File: config.mk
export PLATFORM = sky130hd
export DESIGN_NAME = appliance_uart_frame_relay_flat
export DESIGN_NICKNAME = d
export VERILOG_FILES = /design/src/rtl/core/afr_pkg.sv /design/src/rtl/core/afr_in_if.sv /design/src/rtl/core/afr_out_if.sv /design/src/rtl/core/afr_ram.sv /design/src/rtl/core/appliance_uart_frame_relay.sv /design/src/flat_wrapper.sv
export SDC_FILE = /design/constraint.sdc
export NUM_CORES = 1
export LEC_CHECK = 0
export BUFFER_PORTS_ARGS = -buffer_cell sky130_fd_sc_hd__buf_2
export CORE_ASPECT_RATIO = 0.9
export CORE_MARGIN = 2
export CORE_UTILIZATION = 55
export DETAILED_ROUTE_END_ITERATION = 7
export GPL_TIMING_DRIVEN = 0
export HOLD_SLACK_MARGIN = 0.08
export PLACE_DENSITY = 0.76
export SLEW_MARGIN = 5
export SYNTH_ARGS = -nofsm -noshare
export SYNTH_HDL_FRONTEND = slang
export SYNTH_SLANG_ARGS = --single-unit
File: constraint.sdc
create_clock -name i_clk -period 5.3 [get_ports i_clk]
set_input_delay 0.265 -clock i_clk [delete_from_list [all_inputs] [get_ports i_clk]]
set_output_delay 0.265 -clock i_clk [all_outputs]
set_load 0.03 [all_outputs]
File: src/rtl/core/afr_pkg.sv
// Types and constants of the appliance UART frame relay.
// No dependencies; used by the interfaces, the top level and the checker.
package afr_pkg;

    localparam int unsigned PANEL_FRAME_LEN = 10;
    localparam int unsigned BOARD_FRAME_LEN = 15;
    localparam int unsigned IDX_W           = 4;
    localparam int unsigned RAM_DEPTH       = 2 * (1 << IDX_W);
    localparam int unsigned CAP_DEPTH       = BOARD_FRAME_LEN - 1;

    localparam logic [IDX_W-1:0] PANEL_LAST = IDX_W'(PANEL_FRAME_LEN - 1);
    localparam logic [IDX_W-1:0] BOARD_LAST = IDX_W'(BOARD_FRAME_LEN - 1);

    // byte positions inside a frame
    localparam logic [IDX_W-1:0] BI_HDR0   = 4'd0;
    localparam logic [IDX_W-1:0] BI_HDR1   = 4'd1;
    localparam logic [IDX_W-1:0] BI_POWER  = 4'd2;
    localparam logic [IDX_W-1:0] BI_FAN    = 4'd3;
    localparam logic [IDX_W-1:0] BI_HUMID  = 4'd4;
    localparam logic [IDX_W-1:0] BI_TARGET = 4'd5;
    localparam logic [IDX_W-1:0] BI_TIMER  = 4'd6;
    localparam logic [IDX_W-1:0] BI_FLAGS  = 4'd7;
    localparam logic [IDX_W-1:0] BI_CTRL   = 4'd8;
    localparam logic [IDX_W-1:0] BI_WATER  = 4'd9;
    localparam logic [IDX_W-1:0] BI_TEMP   = 4'd10;
    localparam logic [IDX_W-1:0] BI_MINUTE = 4'd13;

    localparam logic [7:0] HDR_FIRST_RST  = 8'hbb;
    localparam logic [7:0] HDR_SECOND_RST = 8'h51;
    localparam logic [7:0] TIMER_ACTIVE   = 8'hb0;
    localparam logic [7:0] CTRL_CLR_MASK  = 8'hfd;
    localparam logic [14:0] HUMID_SCALE   = 15'd100;

    localparam logic PORT_PANEL = 1'b0;
    localparam logic PORT_BOARD = 1'b1;

    localparam logic CFG_HDR_FIRST  = 1'b0;
    localparam logic CFG_HDR_SECOND = 1'b1;

    localparam logic [1:0] FS_GOOD = 2'd0;
    localparam logic [1:0] FS_CSUM = 2'd1;
    localparam logic [1:0] FS_HDR  = 2'd2;

    typedef enum logic [2:0] {
        ST_IDLE,
        ST_SCAN,
        ST_DECIDE,
        ST_ERR,
        ST_EMIT_RD,
        ST_EMIT_LD
    } t_state;

    typedef struct packed {
        logic [7:0] rx_byte;
        logic       source_port;
        logic       restart;
    } t_in_item;

    typedef struct packed {
        logic [7:0]  out_byte;
        logic        dest_port;
        logic        last;
        logic [1:0]  frame_status;
        logic        power_on;
        logic        fan_high;
        logic [14:0] humidity;
        logic [7:0]  target_code;
        logic [7:0]  temperature;
        logic [4:0]  timer_hours;
        logic [7:0]  timer_minutes;
        logic [3:0]  flag_set;
    } t_out_item;

endpackage

File: src/rtl/core/afr_in_if.sv
// Valid/ready channel carrying received bytes into the frame relay.
// Depends on afr_pkg for the payload type.
interface afr_in_if;
    logic               valid;
    logic               ready;
    afr_pkg::t_in_item  payload;

    modport source (output valid, output payload, input ready);
    modport sink   (input valid, input payload, output ready);
endinterface

File: src/rtl/core/afr_out_if.sv
// Valid/ready channel carrying forwarded bytes and status out of the frame relay.
// Depends on afr_pkg for the payload type.
interface afr_out_if;
    logic               valid;
    logic               ready;
    afr_pkg::t_out_item payload;

    modport source (output valid, output payload, input ready);
    modport sink   (input valid, input payload, output ready);
endinterface

File: src/rtl/core/afr_ram.sv
// Generic single-write, single-read RAM with registered read data.
// No dependencies.
module afr_ram #(
    parameter int unsigned WIDTH = 8,
    parameter int unsigned DEPTH = 32
) (
    input  logic                     i_clk,
    input  logic                     i_we,
    input  logic [$clog2(DEPTH)-1:0] i_waddr,
    input  logic [WIDTH-1:0]         i_wdata,
    input  logic                     i_re,
    input  logic [$clog2(DEPTH)-1:0] i_raddr,
    output logic [WIDTH-1:0]         o_rdata
);
    logic [WIDTH-1:0] r_mem [DEPTH];
    logic [WIDTH-1:0] r_rdata;

    always_ff @(posedge i_clk) begin
        if (i_we) begin
            r_mem[i_waddr] <= i_wdata;
        end
        if (i_re) begin
            r_rdata <= r_mem[i_raddr];
        end
    end

    assign o_rdata = r_rdata;
endmodule

File: src/rtl/core/appliance_uart_frame_relay.sv
// Frame relay between a display panel UART link and a main board UART link.
// Channels: in_ch (sink) takes one received byte per transaction, tagged with
// its source port and an optional restart that drops that port's partial frame.
// out_ch (source) gives forwarded bytes to the opposite port, each carrying the
// decoded appliance status after the frame's update; a bad frame gives a single
// error transaction with out_byte 0.
// Sequence: a byte that does not complete a frame, or a restart, is taken in idle.
// A completing byte starts a read-back of the frame from the buffer RAM, one
// byte per cycle, then a decision state, then a read state and a load state per
// forwarded byte through the single read port, the load waiting while out_ch
// stalls; a bad frame goes from the decision state to one error transaction.
// Configuration: i_cfg_we writes header_first (index 0) or header_second
// (index 1) in the cycle it is high.
// Reset clears counts, sums and output valid, and sets headers and status to
// defaults; the frame RAM is not cleared: each entry is written before it is read.
// When out_ch stalls, the output register holds its transaction; the block
// still takes input bytes while idle, but waits to load the next result.
module appliance_uart_frame_relay (
    input  logic       i_clk,
    input  logic       i_rst_n,
    afr_in_if.sink     in_ch,
    afr_out_if.source  out_ch,
    input  logic       i_cfg_we,
    input  logic       i_cfg_idx,
    input  logic [7:0] i_cfg_data
);
    import afr_pkg::*;

    localparam int unsigned RAM_AW = $clog2(RAM_DEPTH);

    t_state r_state, n_state;

    logic [7:0]       r_hdr0, r_hdr1;
    logic [IDX_W-1:0] r_cnt [2];
    logic [7:0]       r_sum [2];
    logic             r_port;
    logic [7:0]       r_csum;
    logic [7:0]       r_last_byte;
    logic [IDX_W-1:0] r_ridx, r_didx;
    logic             r_dvld;
    logic [7:0]       r_cap [CAP_DEPTH];

    logic             r_power, r_fan, r_just;
    logic [14:0]      r_humid;
    logic [7:0]       r_target, r_temp, r_minute;
    logic [4:0]       r_timer;
    logic [2:0]       r_flags;

    logic             r_out_vld;
    t_out_item        r_out;

    // combinational control
    logic             w_in_acc, w_out_free, w_load, w_ram_re, w_last_emit;
    logic [IDX_W-1:0] w_len_m1, w_idx;
    logic [7:0]       w_new_sum, w_rdata, w_emit_byte;
    logic [1:0]       w_status;
    t_out_item        w_item;

    assign w_in_acc   = in_ch.valid && in_ch.ready;
    assign w_out_free = !r_out_vld || out_ch.ready;

    // length of the frame in flight (scan/emit) or of the arriving byte's port
    always_comb begin
        logic sel;
        sel = (r_state == ST_IDLE) ? in_ch.payload.source_port : r_port;
        w_len_m1 = (sel == PORT_BOARD) ? BOARD_LAST : PANEL_LAST;
    end

    assign w_idx     = r_cnt[in_ch.payload.source_port];
    assign w_new_sum = (w_idx >= IDX_W'(2) && w_idx < w_len_m1)
                     ? r_sum[in_ch.payload.source_port] + in_ch.payload.rx_byte
                     : r_sum[in_ch.payload.source_port];

    assign w_status = (r_csum != r_last_byte) ? FS_CSUM
                    : (r_cap[BI_HDR0] != r_hdr0 || r_cap[BI_HDR1] != r_hdr1) ? FS_HDR
                    : FS_GOOD;

    assign w_last_emit = (r_ridx == w_len_m1);
    always_comb begin
        if (w_last_emit) begin
            w_emit_byte = r_csum;
        end else if (r_port == PORT_BOARD && r_ridx == BI_CTRL) begin
            w_emit_byte = w_rdata & CTRL_CLR_MASK;
        end else begin
            w_emit_byte = w_rdata;
        end
    end

    // next state and control
    always_comb begin
        n_state  = r_state;
        in_ch.ready = 1'b0;
        w_ram_re = 1'b0;
        w_load   = 1'b0;
        case (r_state)
            ST_IDLE: begin
                in_ch.ready = 1'b1;
                if (in_ch.valid && !in_ch.payload.restart && w_idx == w_len_m1) begin
                    n_state = ST_SCAN;
                end
            end
            ST_SCAN: begin
                w_ram_re = (r_ridx < w_len_m1);
                if (r_dvld && r_didx == w_len_m1 - IDX_W'(1)) begin
                    n_state = ST_DECIDE;
                end
            end
            ST_DECIDE: begin
                n_state = (w_status == FS_GOOD) ? ST_EMIT_RD : ST_ERR;
            end
            ST_ERR: begin
                if (w_out_free) begin
                    w_load  = 1'b1;
                    n_state = ST_IDLE;
                end
            end
            ST_EMIT_RD: begin
                w_ram_re = !w_last_emit;
                n_state  = ST_EMIT_LD;
            end
            ST_EMIT_LD: begin
                if (w_out_free) begin
                    w_load  = 1'b1;
                    n_state = w_last_emit ? ST_IDLE : ST_EMIT_RD;
                end
            end
            default: n_state = ST_IDLE;
        endcase
    end

    afr_ram #(.WIDTH(8), .DEPTH(RAM_DEPTH)) u_frame_ram (
        .i_clk   (i_clk),
        .i_we    (w_in_acc && !in_ch.payload.restart),
        .i_waddr ({in_ch.payload.source_port, w_idx}),
        .i_wdata (in_ch.payload.rx_byte),
        .i_re    (w_ram_re),
        .i_raddr (RAM_AW'({r_port, r_ridx})),
        .o_rdata (w_rdata)
    );

    // result item: good byte or error transaction
    always_comb begin
        w_item               = '0;
        w_item.dest_port     = !r_port;
        w_item.power_on      = r_power;
        w_item.fan_high      = r_fan;
        w_item.humidity      = r_humid;
        w_item.target_code   = r_target;
        w_item.temperature   = r_temp;
        w_item.timer_hours   = r_timer;
        w_item.timer_minutes = r_minute;
        if (r_state == ST_ERR) begin
            w_item.out_byte     = 8'd0;
            w_item.last         = 1'b1;
            w_item.frame_status = (r_csum != r_last_byte) ? FS_CSUM : FS_HDR;
            w_item.flag_set     = {1'b0, r_flags};
        end else begin
            w_item.out_byte     = w_emit_byte;
            w_item.last         = w_last_emit;
            w_item.frame_status = FS_GOOD;
            w_item.flag_set     = {r_just, r_flags};
        end
    end

    always_ff @(posedge i_clk) begin
        if (!i_rst_n) begin
            r_state   <= ST_IDLE;
            r_hdr0    <= HDR_FIRST_RST;
            r_hdr1    <= HDR_SECOND_RST;
            r_cnt[0]  <= '0;
            r_cnt[1]  <= '0;
            r_sum[0]  <= '0;
            r_sum[1]  <= '0;
            r_dvld    <= 1'b0;
            r_power   <= 1'b0;
            r_fan     <= 1'b1;
            r_just    <= 1'b0;
            r_humid   <= '0;
            r_target  <= '0;
            r_temp    <= '0;
            r_minute  <= '0;
            r_timer   <= '0;
            r_flags   <= '0;
            r_out_vld <= 1'b0;
        end else begin
            r_state <= n_state;

            if (i_cfg_we) begin
                if (i_cfg_idx == CFG_HDR_FIRST) begin
                    r_hdr0 <= i_cfg_data;
                end else begin
                    r_hdr1 <= i_cfg_data;
                end
            end

            if (w_in_acc) begin
                if (in_ch.payload.restart) begin
                    r_cnt[in_ch.payload.source_port] <= '0;
                    r_sum[in_ch.payload.source_port] <= '0;
                end else if (w_idx == w_len_m1) begin
                    r_cnt[in_ch.payload.source_port] <= '0;
                    r_sum[in_ch.payload.source_port] <= '0;
                    r_port      <= in_ch.payload.source_port;
                    r_csum      <= w_new_sum;
                    r_last_byte <= in_ch.payload.rx_byte;
                    r_ridx      <= '0;
                end else begin
                    r_cnt[in_ch.payload.source_port] <= w_idx + IDX_W'(1);
                    r_sum[in_ch.payload.source_port] <= w_new_sum;
                end
            end

            // read-back pipeline: address issued, data registered by the RAM in the next cycle
            r_dvld <= (r_state == ST_SCAN) && w_ram_re;
            if (r_state == ST_SCAN && w_ram_re) begin
                r_didx <= r_ridx;
                r_ridx <= r_ridx + IDX_W'(1);
            end
            if (r_dvld) begin
                r_cap[r_didx] <= w_rdata;
            end

            if (r_state == ST_DECIDE) begin
                r_ridx <= '0;
                // pairing start only on a good panel frame
                r_just <= (w_status == FS_GOOD) && (r_port == PORT_PANEL)
                          && r_cap[BI_FLAGS][1] && !r_flags[2];
                if (w_status == FS_GOOD) begin
                    r_power <= r_cap[BI_POWER][7];
                    r_fan   <= r_cap[BI_FAN][5];
                    if (r_port == PORT_PANEL) begin
                        r_flags[2] <= r_cap[BI_FLAGS][1];
                    end else begin
                        r_humid    <= {7'd0, r_cap[BI_HUMID]} * HUMID_SCALE;
                        r_target   <= r_cap[BI_TARGET];
                        r_temp     <= r_cap[BI_TEMP];
                        r_flags[0] <= r_cap[BI_FLAGS][7];
                        r_flags[1] <= r_cap[BI_WATER][2];
                        if ((r_cap[BI_TIMER] & TIMER_ACTIVE) != 8'd0) begin
                            r_timer  <= r_cap[BI_TIMER][4:0];
                            r_minute <= r_cap[BI_MINUTE];
                        end else begin
                            r_timer <= '0;
                        end
                        // clearing control bit 1 lowers the checksum by two
                        if (r_cap[BI_CTRL][1]) begin
                            r_csum <= r_csum - 8'd2;
                        end
                    end
                end
            end

            if (r_state == ST_EMIT_LD && w_load && !w_last_emit) begin
                r_ridx <= r_ridx + IDX_W'(1);
            end

            if (w_load) begin
                r_out_vld <= 1'b1;
            end else if (out_ch.ready) begin
                r_out_vld <= 1'b0;
            end
        end
    end

    always_ff @(posedge i_clk) begin
        if (w_load) begin
            r_out <= w_item;
        end
    end

    assign out_ch.valid   = r_out_vld;
    assign out_ch.payload = r_out;
endmodule

File: src/flat_wrapper.sv
// flat-port wrapper written by rule: the top's interface ports become plain ports
module appliance_uart_frame_relay_flat import afr_pkg::*;
  (i_clk, i_rst_n, i_cfg_we, i_cfg_idx, i_cfg_data, in_ch_valid, in_ch_payload, in_ch_ready, out_ch_valid, out_ch_payload, out_ch_ready);
  afr_in_if in_ch_i ();
  afr_out_if out_ch_i ();
  input  logic i_clk;
  input  logic i_rst_n;
  input  logic i_cfg_we;
  input  logic i_cfg_idx;
  input  logic [7:0] i_cfg_data;
  input wire logic [$bits(in_ch_i.valid)-1:0] in_ch_valid;
  input wire logic [$bits(in_ch_i.payload)-1:0] in_ch_payload;
  output wire logic [$bits(in_ch_i.ready)-1:0] in_ch_ready;
  output wire logic [$bits(out_ch_i.valid)-1:0] out_ch_valid;
  output wire logic [$bits(out_ch_i.payload)-1:0] out_ch_payload;
  input wire logic [$bits(out_ch_i.ready)-1:0] out_ch_ready;
  assign in_ch_i.valid = in_ch_valid;
  assign in_ch_i.payload = in_ch_payload;
  assign in_ch_ready = in_ch_i.ready;
  assign out_ch_valid = out_ch_i.valid;
  assign out_ch_payload = out_ch_i.payload;
  assign out_ch_i.ready = out_ch_ready;
  appliance_uart_frame_relay u_core (.i_clk(i_clk), .i_rst_n(i_rst_n), .in_ch(in_ch_i), .out_ch(out_ch_i), .i_cfg_we(i_cfg_we), .i_cfg_idx(i_cfg_idx), .i_cfg_data(i_cfg_data));
endmodule
==> results of run 1 <==
[synth_stat cells, types with 4 or more instances]
library cell	number
sky130_fd_sc_hd__and2_1	5
sky130_fd_sc_hd__xor2_1	26
sky130_fd_sc_hd__a21oi_1	35
sky130_fd_sc_hd__nand2_1	97
sky130_fd_sc_hd__and3_1	12
sky130_fd_sc_hd__nor3_1	18
sky130_fd_sc_hd__buf_1	10
sky130_fd_sc_hd__dfxtp_1	69
sky130_fd_sc_hd__nand3_1	34
sky130_fd_sc_hd__clkbuf_1	29
sky130_fd_sc_hd__nor2b_1	8
sky130_fd_sc_hd__mux4_2	80
sky130_fd_sc_hd__ha_1	45
sky130_fd_sc_hd__nand3b_1	6
sky130_fd_sc_hd__inv_1	34
sky130_fd_sc_hd__o21ai_0	8
sky130_fd_sc_hd__nor4_1	7
sky130_fd_sc_hd__buf_4	7
sky130_fd_sc_hd__a221oi_1	5
sky130_fd_sc_hd__mux2i_1	59
sky130_fd_sc_hd__edfxtp_1	434
sky130_fd_sc_hd__nor2_1	124
sky130_fd_sc_hd__xnor2_1	15
sky130_fd_sc_hd__nand2b_1	9
sky130_fd_sc_hd__mux2_2	10
sky130_fd_sc_hd__buf_2	6
sky130_fd_sc_hd__o211ai_1	5
sky130_fd_sc_hd__fa_1	4
[per-layer routing]
metal	vias up	wire length, microns	GRT usage
met2	418	20600	0.363
met3	85	2730	0.0319
met5	-	0	0
met1	5738	18100	0.308
li1	5114	-	-
met4	0	1010	0.0621
[flip-flops by register name, summed over array words and instances, names as in the netlist, 8 cells and up]
| signal | count |
|---|---|
| u_core.out_ch.payload | 60 |
| u_core.r_cap | 61 |
| u_core.r_cnt | 8 |
| u_core.r_csum | 8 |
| u_core.r_hdr0 | 8 |
| u_core.r_hdr1 | 8 |
| u_core.r_humid | 13 |
| u_core.r_last_byte | 8 |
| u_core.r_minute | 8 |
| u_core.r_sum | 16 |
| u_core.r_target | 8 |
| u_core.r_temp | 8 |
| u_core.u_frame_ram.o_rdata | 8 |
| u_core.u_frame_ram.r_mem | 256 |
[worst max-delay path by stage]
stage | to | startpoint | slack, ns
5_1_grt | u_core.r_csum[6] | in_ch_payload[1] | 1.51
4_1_cts | u_core.r_csum[6] | in_ch_payload[1] | 1.69
2_1_floorplan | u_core.out_ch.payload[0] | u_core.r_state[2] | 1.17
3_3_place_gp | u_core.out_ch.payload[46] | u_core.r_state[2] | 0.02
6_report | u_core.r_csum[6] | in_ch_payload[1] | 1.63
3_5_place_dp | u_core.r_csum[6] | in_ch_payload[1] | 1.65
[where the power goes]
part | leakage (nW) | internal [mW] | switching [mW]
Clock | 0.726 | 1.82 | 1.42
Combinational | 2.68 | 0.0952 | 0.189
Sequential | 4.52 | 4.31 | 0.0211
[final cells by class]
class,count,area [sq um],area share
clock buffers,64,1290,0.0559
inverters,36,135,0.00585
multi-input cells,669,5690,0.246
repair buffers,99,571,0.0247
clock inverters,25,188,0.00812
plain buffers,52,229,0.00991
well taps,476,596,0.0258
flip-flops and latches,503,14400,0.624
[worst reg2reg max path: cells and delay by family (launching register included)]
family / cells / cell delay, ns
buf+inv: 3 / 1.47
mux: 2 / 1.00
flops: 1 / 0.39
simple gates: 2 / 0.15
[kinds of logic after synthesis]
| kind of cell | count (synthesis) | share of synthesized area |
|---|---|---|
| flip-flops | 503 | 0.705 |
| AND/OR/NAND/NOR | 344 | 0.0786 |
| multiplexers | 149 | 0.123 |
| buffers and inverters | 88 | 0.0178 |
| AO/OA/AOI/OAI | 84 | 0.0269 |
| adder cells (fa/ha/maj) | 49 | 0.0315 |
| XOR/XNOR | 41 | 0.0176 |
| other | 1 | 0.000183 |
==> summary.txt, run 1 <==
Setup path
  – Number of cells on the worst reg-to-reg path: 7
  – CP required: 5.60 ns
  – RR Startpoint: u_core.r_ridx[1]
  – Register-to-register setup slack: 2.03 ns
  – Levels on crit path: 14
  – Critical path startpoint category: input pin
  – Highest fanout seen on the critical path: 10
  – Cells along the critical path: dlygate4sd3_1, buf_2, buf_2, buf_1, mux2_2, ha_1, inv_1, fa_1, nor2b_1, o31ai_1, mux2i_1, nand2_1, mux2i_1, a221oi_1
  – Critical-path top delay cell: sky130_fd_sc_hd__buf_1
  – Arrival @ worst endpoint: 3.97 ns
  – End of the worst register-to-register path: u_core.u_frame_ram.o_rdata[4]
  – Buf+Inv Stages, Crit Path: 5
  – Type of destination of the critical path: flop
  – Type of the worst setup path: in -> reg
  – Slowest Stage Delay on Critical Path: 0.59 ns
  – Family with the most delay on the worst path: buffers and inverters

Placed design
  – DP HPWL: 28.1 mm
  – I/O Buffers: 85
  – Area post-placement: 0.0215 sq mm
  – Pre-CTS setup slack: 1.65 ns
  – Placer Congestion: 0.917
  – Placed Cells incl. Taps: 1824

Logic synthesis
  – Cell count after synthesis: 1259
  – Synthesized area divided by synthesized cell count: 16.2 sq um
  – Cell variety after synth: 66
  – Synth warn: 0
  – Number of flip-flops and latches in the synthesized netlist: 503
  – Total standard cell area after synthesis: 0.0204 sq mm
  – Proportion of synthesized chip area in sequential cells: 0.705
  – Leading cell types by total area after synthesis: sky130_fd_sc_hd__edfxtp_1, sky130_fd_sc_hd__mux4_2, sky130_fd_sc_hd__dfxtp_1
  – Share of the synthesized area in the top cell type: 0.637
  – Yosys top cell by area: sky130_fd_sc_hd__edfxtp_1
  – Number of enable-type register cells in the synthesized netlist: 434
  – Commonest register cell after synthesis: sky130_fd_sc_hd__edfxtp_1
  – Fraction of registers with async set or reset after synthesis: 0

Cells and area
  – Synthesis-to-finish area growth: 13.0%
  – Count of fill cells added during filler insertion: 2503
  – Number of nets in the finished design: 1482
  – Ant diodes: 0
  – Final core utilization: 0.635
  – Commonest cells after routing, fill and taps aside: sky130_fd_sc_hd__edfxtp_1, sky130_fd_sc_hd__nor2_1, sky130_fd_sc_hd__nand2_1
  – Final non-filler cell total: 1924
  – Commonest non-fill, non-tap cell in the layout: sky130_fd_sc_hd__edfxtp_1
  – Fraction of final layout cells with drive strength greater than 1: 0.191
  – Post-route cell area: 0.0231 sq mm

Global routing
  – Wire length of the first global-routing pass: 64.9 mm
  – Final global-route overflow total: 0
  – Initial antenna violation count: 1
  – Overall Global Routing Usage: 0.220
  – Maximum number of pins on one net before global-route repair: 37
  – Via count of the first global-routing pass: 11200

Floorplanning
  – Core area: 0.0364 sq mm
  – Die Outline Area: 0.0387 sq mm
  – Overall die width: 207 microns
  – Initial standard-cell utilization of the core: 0.561
  – Height of the chip: 187 microns
  – Top-level I/O count: 88
  – Cell Rows: 66

Clock tree
  – Clock transition at the registers of the reported paths: 0.06 ns
  – CTS buffer count: 48
  – Number of buffers inserted by hold repair at cts: 11
  – Clk sinks: 503
  – Clock Path Buffers: 3
  – Post-cts gate resize count: 0
  – Clock tree from TritonCTS: built
  – H-tree lvl count: 2
  – # Post-CTS Setup Buffers: 0
  – Clock root buffer: sky130_fd_sc_hd__clkbuf_16
  – Source-to-sink clock delay at the later pin of the worst-skew pair: 0.57 ns

STA
  – RSZ-0062 raised after global routing: false
  – Worst Clk Skew: 0.0221 ns
  – Worst-case hold slack: 0.160 ns
  – Number of max-slew violations in the final report: 0
  – Worst-case headroom to the max-slew limit: 0.135
  – Setup tns final: 0 ns
  – Portion of the clock cycle consumed by the worst path in the final layout: 0.693
  – Min cycle time layout: 3.67 ns
  – Final setup violation count: 0
  – Final Hold Viols: 0
  – Setup ws final: 1.63 ns
  – Maximum clock frequency: 272 MHz
  – Least-Margin Pin Slew: 1.29 ns

Hold path
  – Worst Min Path Start: in_ch_valid
  – Hold Crit Class: in -> reg
  – Hold-critical path endpoint: u_core.r_cnt[0][3]
  – Instance count along the most critical hold path: 3

Routing
  – Total DRC errors in the routed layout: 0
  – Number of design-rule violations left by the first detailed-router iteration: 1144
  – First-pass iteration count of the detailed router: 5
  – Average via count per standard cell: 5.90
  – Final antenna-violating net count: 0
  – Total Wirelength: 42.4 mm
  – Post-DR wirelength/cell: 22.0 microns
  – Total via count in the routed design: 11400

Pwr
  – Final Power: 7.86 mW
  – Leakage dissipation: 7.93 nW
  – Power per cell area: 340 mW/mm^2
  – Max rail drop VDD: 0.260 mV

Outcome
  – Result of the run: finished, final reports clean

Flow run
  – Max-cap violations: 0
Power figures use the tool's default switching activity.
==> run 2: changes to the inputs <==
--- a/config.mk
+++ b/config.mk
@@ -12,7 +12,7 @@
 export DETAILED_ROUTE_END_ITERATION = 7
 export GPL_TIMING_DRIVEN = 0
 export HOLD_SLACK_MARGIN = 0.08
-export PLACE_DENSITY = 0.76
+export PLACE_DENSITY = 0.79
 export SLEW_MARGIN = 5
 export SYNTH_ARGS = -nofsm -noshare
 export SYNTH_HDL_FRONTEND = slang
==> constraint.sdc (replaced) <==
create_clock -name i_clk -period 3.05 [get_ports i_clk]
set_input_delay 0.1525 -clock i_clk [delete_from_list [all_inputs] [get_ports i_clk]]
set_output_delay 0.1525 -clock i_clk [all_outputs]
set_load 0.03 [all_outputs]
==> summary.txt, run 2 (synthesized netlist as in run 1, its figures left out) <==
Pwr
  – Power per cell area: 586 mW/mm^2
  – Net switching fraction of the power: 0.206
  – Leakage dissipation: 8.02 nW
  – Fraction of power consumed by sequential logic: 0.550
  – Internal power consumption: 10.9 mW
  – Gate power share: 0.037
  – Net switching power: 2.82 mW
  – Clk pwr share: 0.413
  – Max rail drop VDD: 0.489 mV

Cells and area
  – Commonest non-fill, non-tap cell in the layout: sky130_fd_sc_hd__edfxtp_1
  – Sequential standard cell area: 0.0144 sq mm
  – Count of fill cells added during filler insertion: 2419
  – Final core utilization: 0.642
  – Synthesis-to-finish area growth: 14.3%
  – Number of nets in the finished design: 1493
  – Max reg flops: 256
  – Ant diodes: 0
  – Multi-input gate area in the final layout: 0.00580 sq mm
  – Register name with the most flops: u_core.u_frame_ram.r_mem
  – Commonest cells after routing, fill and taps aside: sky130_fd_sc_hd__edfxtp_1, sky130_fd_sc_hd__nor2_1, sky130_fd_sc_hd__nand2_1
  – Fraction of final layout cells with drive strength greater than 1: 0.214

Global routing
  – Final global-route overflow total: 0
  – Overall Global Routing Usage: 0.230
  – Initial antenna violation count: 0
  – Via count of the first global-routing pass: 11800
  – Maximum number of pins on one net before global-route repair: 36
  – Wire length of the first global-routing pass: 68.2 mm

Floorplanning
  – Overall die width: 207 microns
  – Cell Rows: 66
  – Core area: 0.0364 sq mm
  – Die Outline Area: 0.0387 sq mm
  – Initial standard-cell utilization of the core: 0.561
  – Top-level I/O count: 88
  – Height of the chip: 187 microns

STA
  – Setup ws final: 0.0263 ns
  – Number of max-slew violations in the final report: 0
  – Least-Margin Pin Slew: 1.09 ns
  – Final Hold Viols: 0
  – Worst-case headroom to the max-slew limit: 0.268
  – RSZ-0062 raised after global routing: true
  – Final setup violation count: 0
  – Worst Clk Skew: 0.0194 ns
  – Setup tns final: 0 ns
  – Portion of the clock cycle consumed by the worst path in the final layout: 0.991
  – Worst-case hold slack: 0.116 ns
  – Maximum clock frequency: 331 MHz
  – Min cycle time layout: 3.02 ns

Clock tree
  – Clock Path Buffers: 3
  – H-tree lvl count: 2
  – Clock tree from TritonCTS: built
  – Clock transition at the registers of the reported paths: 0.06 ns
  – Source-to-sink clock delay at the later pin of the worst-skew pair: 0.56 ns
  – CTS buffer count: 47
  – Clock root buffer: sky130_fd_sc_hd__clkbuf_16
  – Clk sinks: 503

Routing
  – Total Wirelength: 44.5 mm
  – Final antenna-violating net count: 0
  – Total DRC errors in the routed layout: 0
  – Average via count per standard cell: 5.98
  – Post-DR wirelength/cell: 23.0 microns
  – First-pass iteration count of the detailed router: 5
  – Number of design-rule violations left by the first detailed-router iteration: 1029
  – Total via count in the routed design: 11600

Placed design
  – Placer Congestion: 0.923
  – I/O Buffers: 85
  – Pre-CTS setup slack: -0.411 ns
  – DP HPWL: 28.6 mm

Flow run
  – Max-cap violations: 0

Setup path
  – Arrival @ worst endpoint: 3.31 ns
  – Type of destination of the critical path: flop
  – Cells along the critical path: clkbuf_1, nor4b_2, nor2_1, ha_1, a21oi_1, o211ai_2, nand2_4, mux2i_1, a221oi_1
  – Buf+Inv Stages, Crit Path: 1
  – Critical-path top delay cell: sky130_fd_sc_hd__mux2i_1
  – Highest fanout seen on the critical path: 9
  – CP required: 3.33 ns
  – Type of the worst setup path: reg -> reg
  – Critical path startpoint category: flop
  – Slowest Stage Delay on Critical Path: 0.50 ns
  – Family with the most delay on the worst path: simple AND/OR/NAND/NOR gates

Hold path
  – Hold Crit Class: in -> reg

Outcome
  – Result of the run: finished, final reports clean
[run 2: area by class of cell]
class                           count  area share
Sequential cell                   503       0.617
Multi-Input combinational cell    670       0.248
Clock buffer                       62      0.0545
Timing Repair Buffer              111      0.0290
Tap cell                          476      0.0255
Buffer                             51      0.0113
Clock inverter                     24     0.00921
Inverter                           36     0.00578
[run 2: worst reg2reg max path, delay by kind of cell, from the launching register on]
family	cells	cell delay, ns
and+or+nand+nor	3	0.91
AOI/OAI and AO/OA	3	0.51
muxes	1	0.50
adders and majority gates	1	0.35
DFF	1	0.30
buffers and inverters	1	0.19
[run 2: final timing paths]
path | from | to | slack [ns] | depth (start not counted)
setup / recovery | u_core.r_state[1] | u_core.r_csum[6] | 0.03 | 9
hold reg to reg | u_core.r_humid[13] | u_core.out_ch.payload[46] | 0.43 | 0
setup reg to reg | u_core.r_state[1] | u_core.r_csum[6] | 0.03 | 9
hold / removal | in_ch_payload[0] | u_core.r_sum[0][7] | 0.12 | 4
[run 2: layer usage]
layer	global-route usage	vias up	routed length, microns
met1	0.304	5756	17600
met5	0	-	0
met2	0.385	571	21900
li1	-	5136	-
met3	0.0529	88	3870
met4	0.0684	0	1120
[run 2: repair_timing]
action                     CTS  global route
gates cloned                 0             1
setup endpoints to repair   22           220
hold endpoints to repair    27             0
pin swaps                    2             8
buffers inserted             4             1
hold buffers                18             0
resized for setup           15            29
[run 2: power groups by stage]
| stage | sequential [mW] | combinational, mW | clock (mW) |
|---|---|---|---|
| final | 7.53 | 0.509 | 5.65 |
| after global routing | 7.53 | 0.555 | 5.96 |
| after CTS | 7.53 | 0.498 | 5.72 |
| after detailed placement | 7.68 | 0.472 | 0 |
| after global placement | 7.68 | 0.450 | 0 |
| after floorplan | 7.67 | 0.294 | 0 |
[run 2: stage by stage]
step,std cells,cell area (sq um),power (mW)
floorplan,1260,20500,7.96
global placement,1821,21500,8.13
detailed placement,1824,21500,8.15
CTS,1931,23300,13.7
global route,1933,23400,14.1
finish,1933,23400,13.7
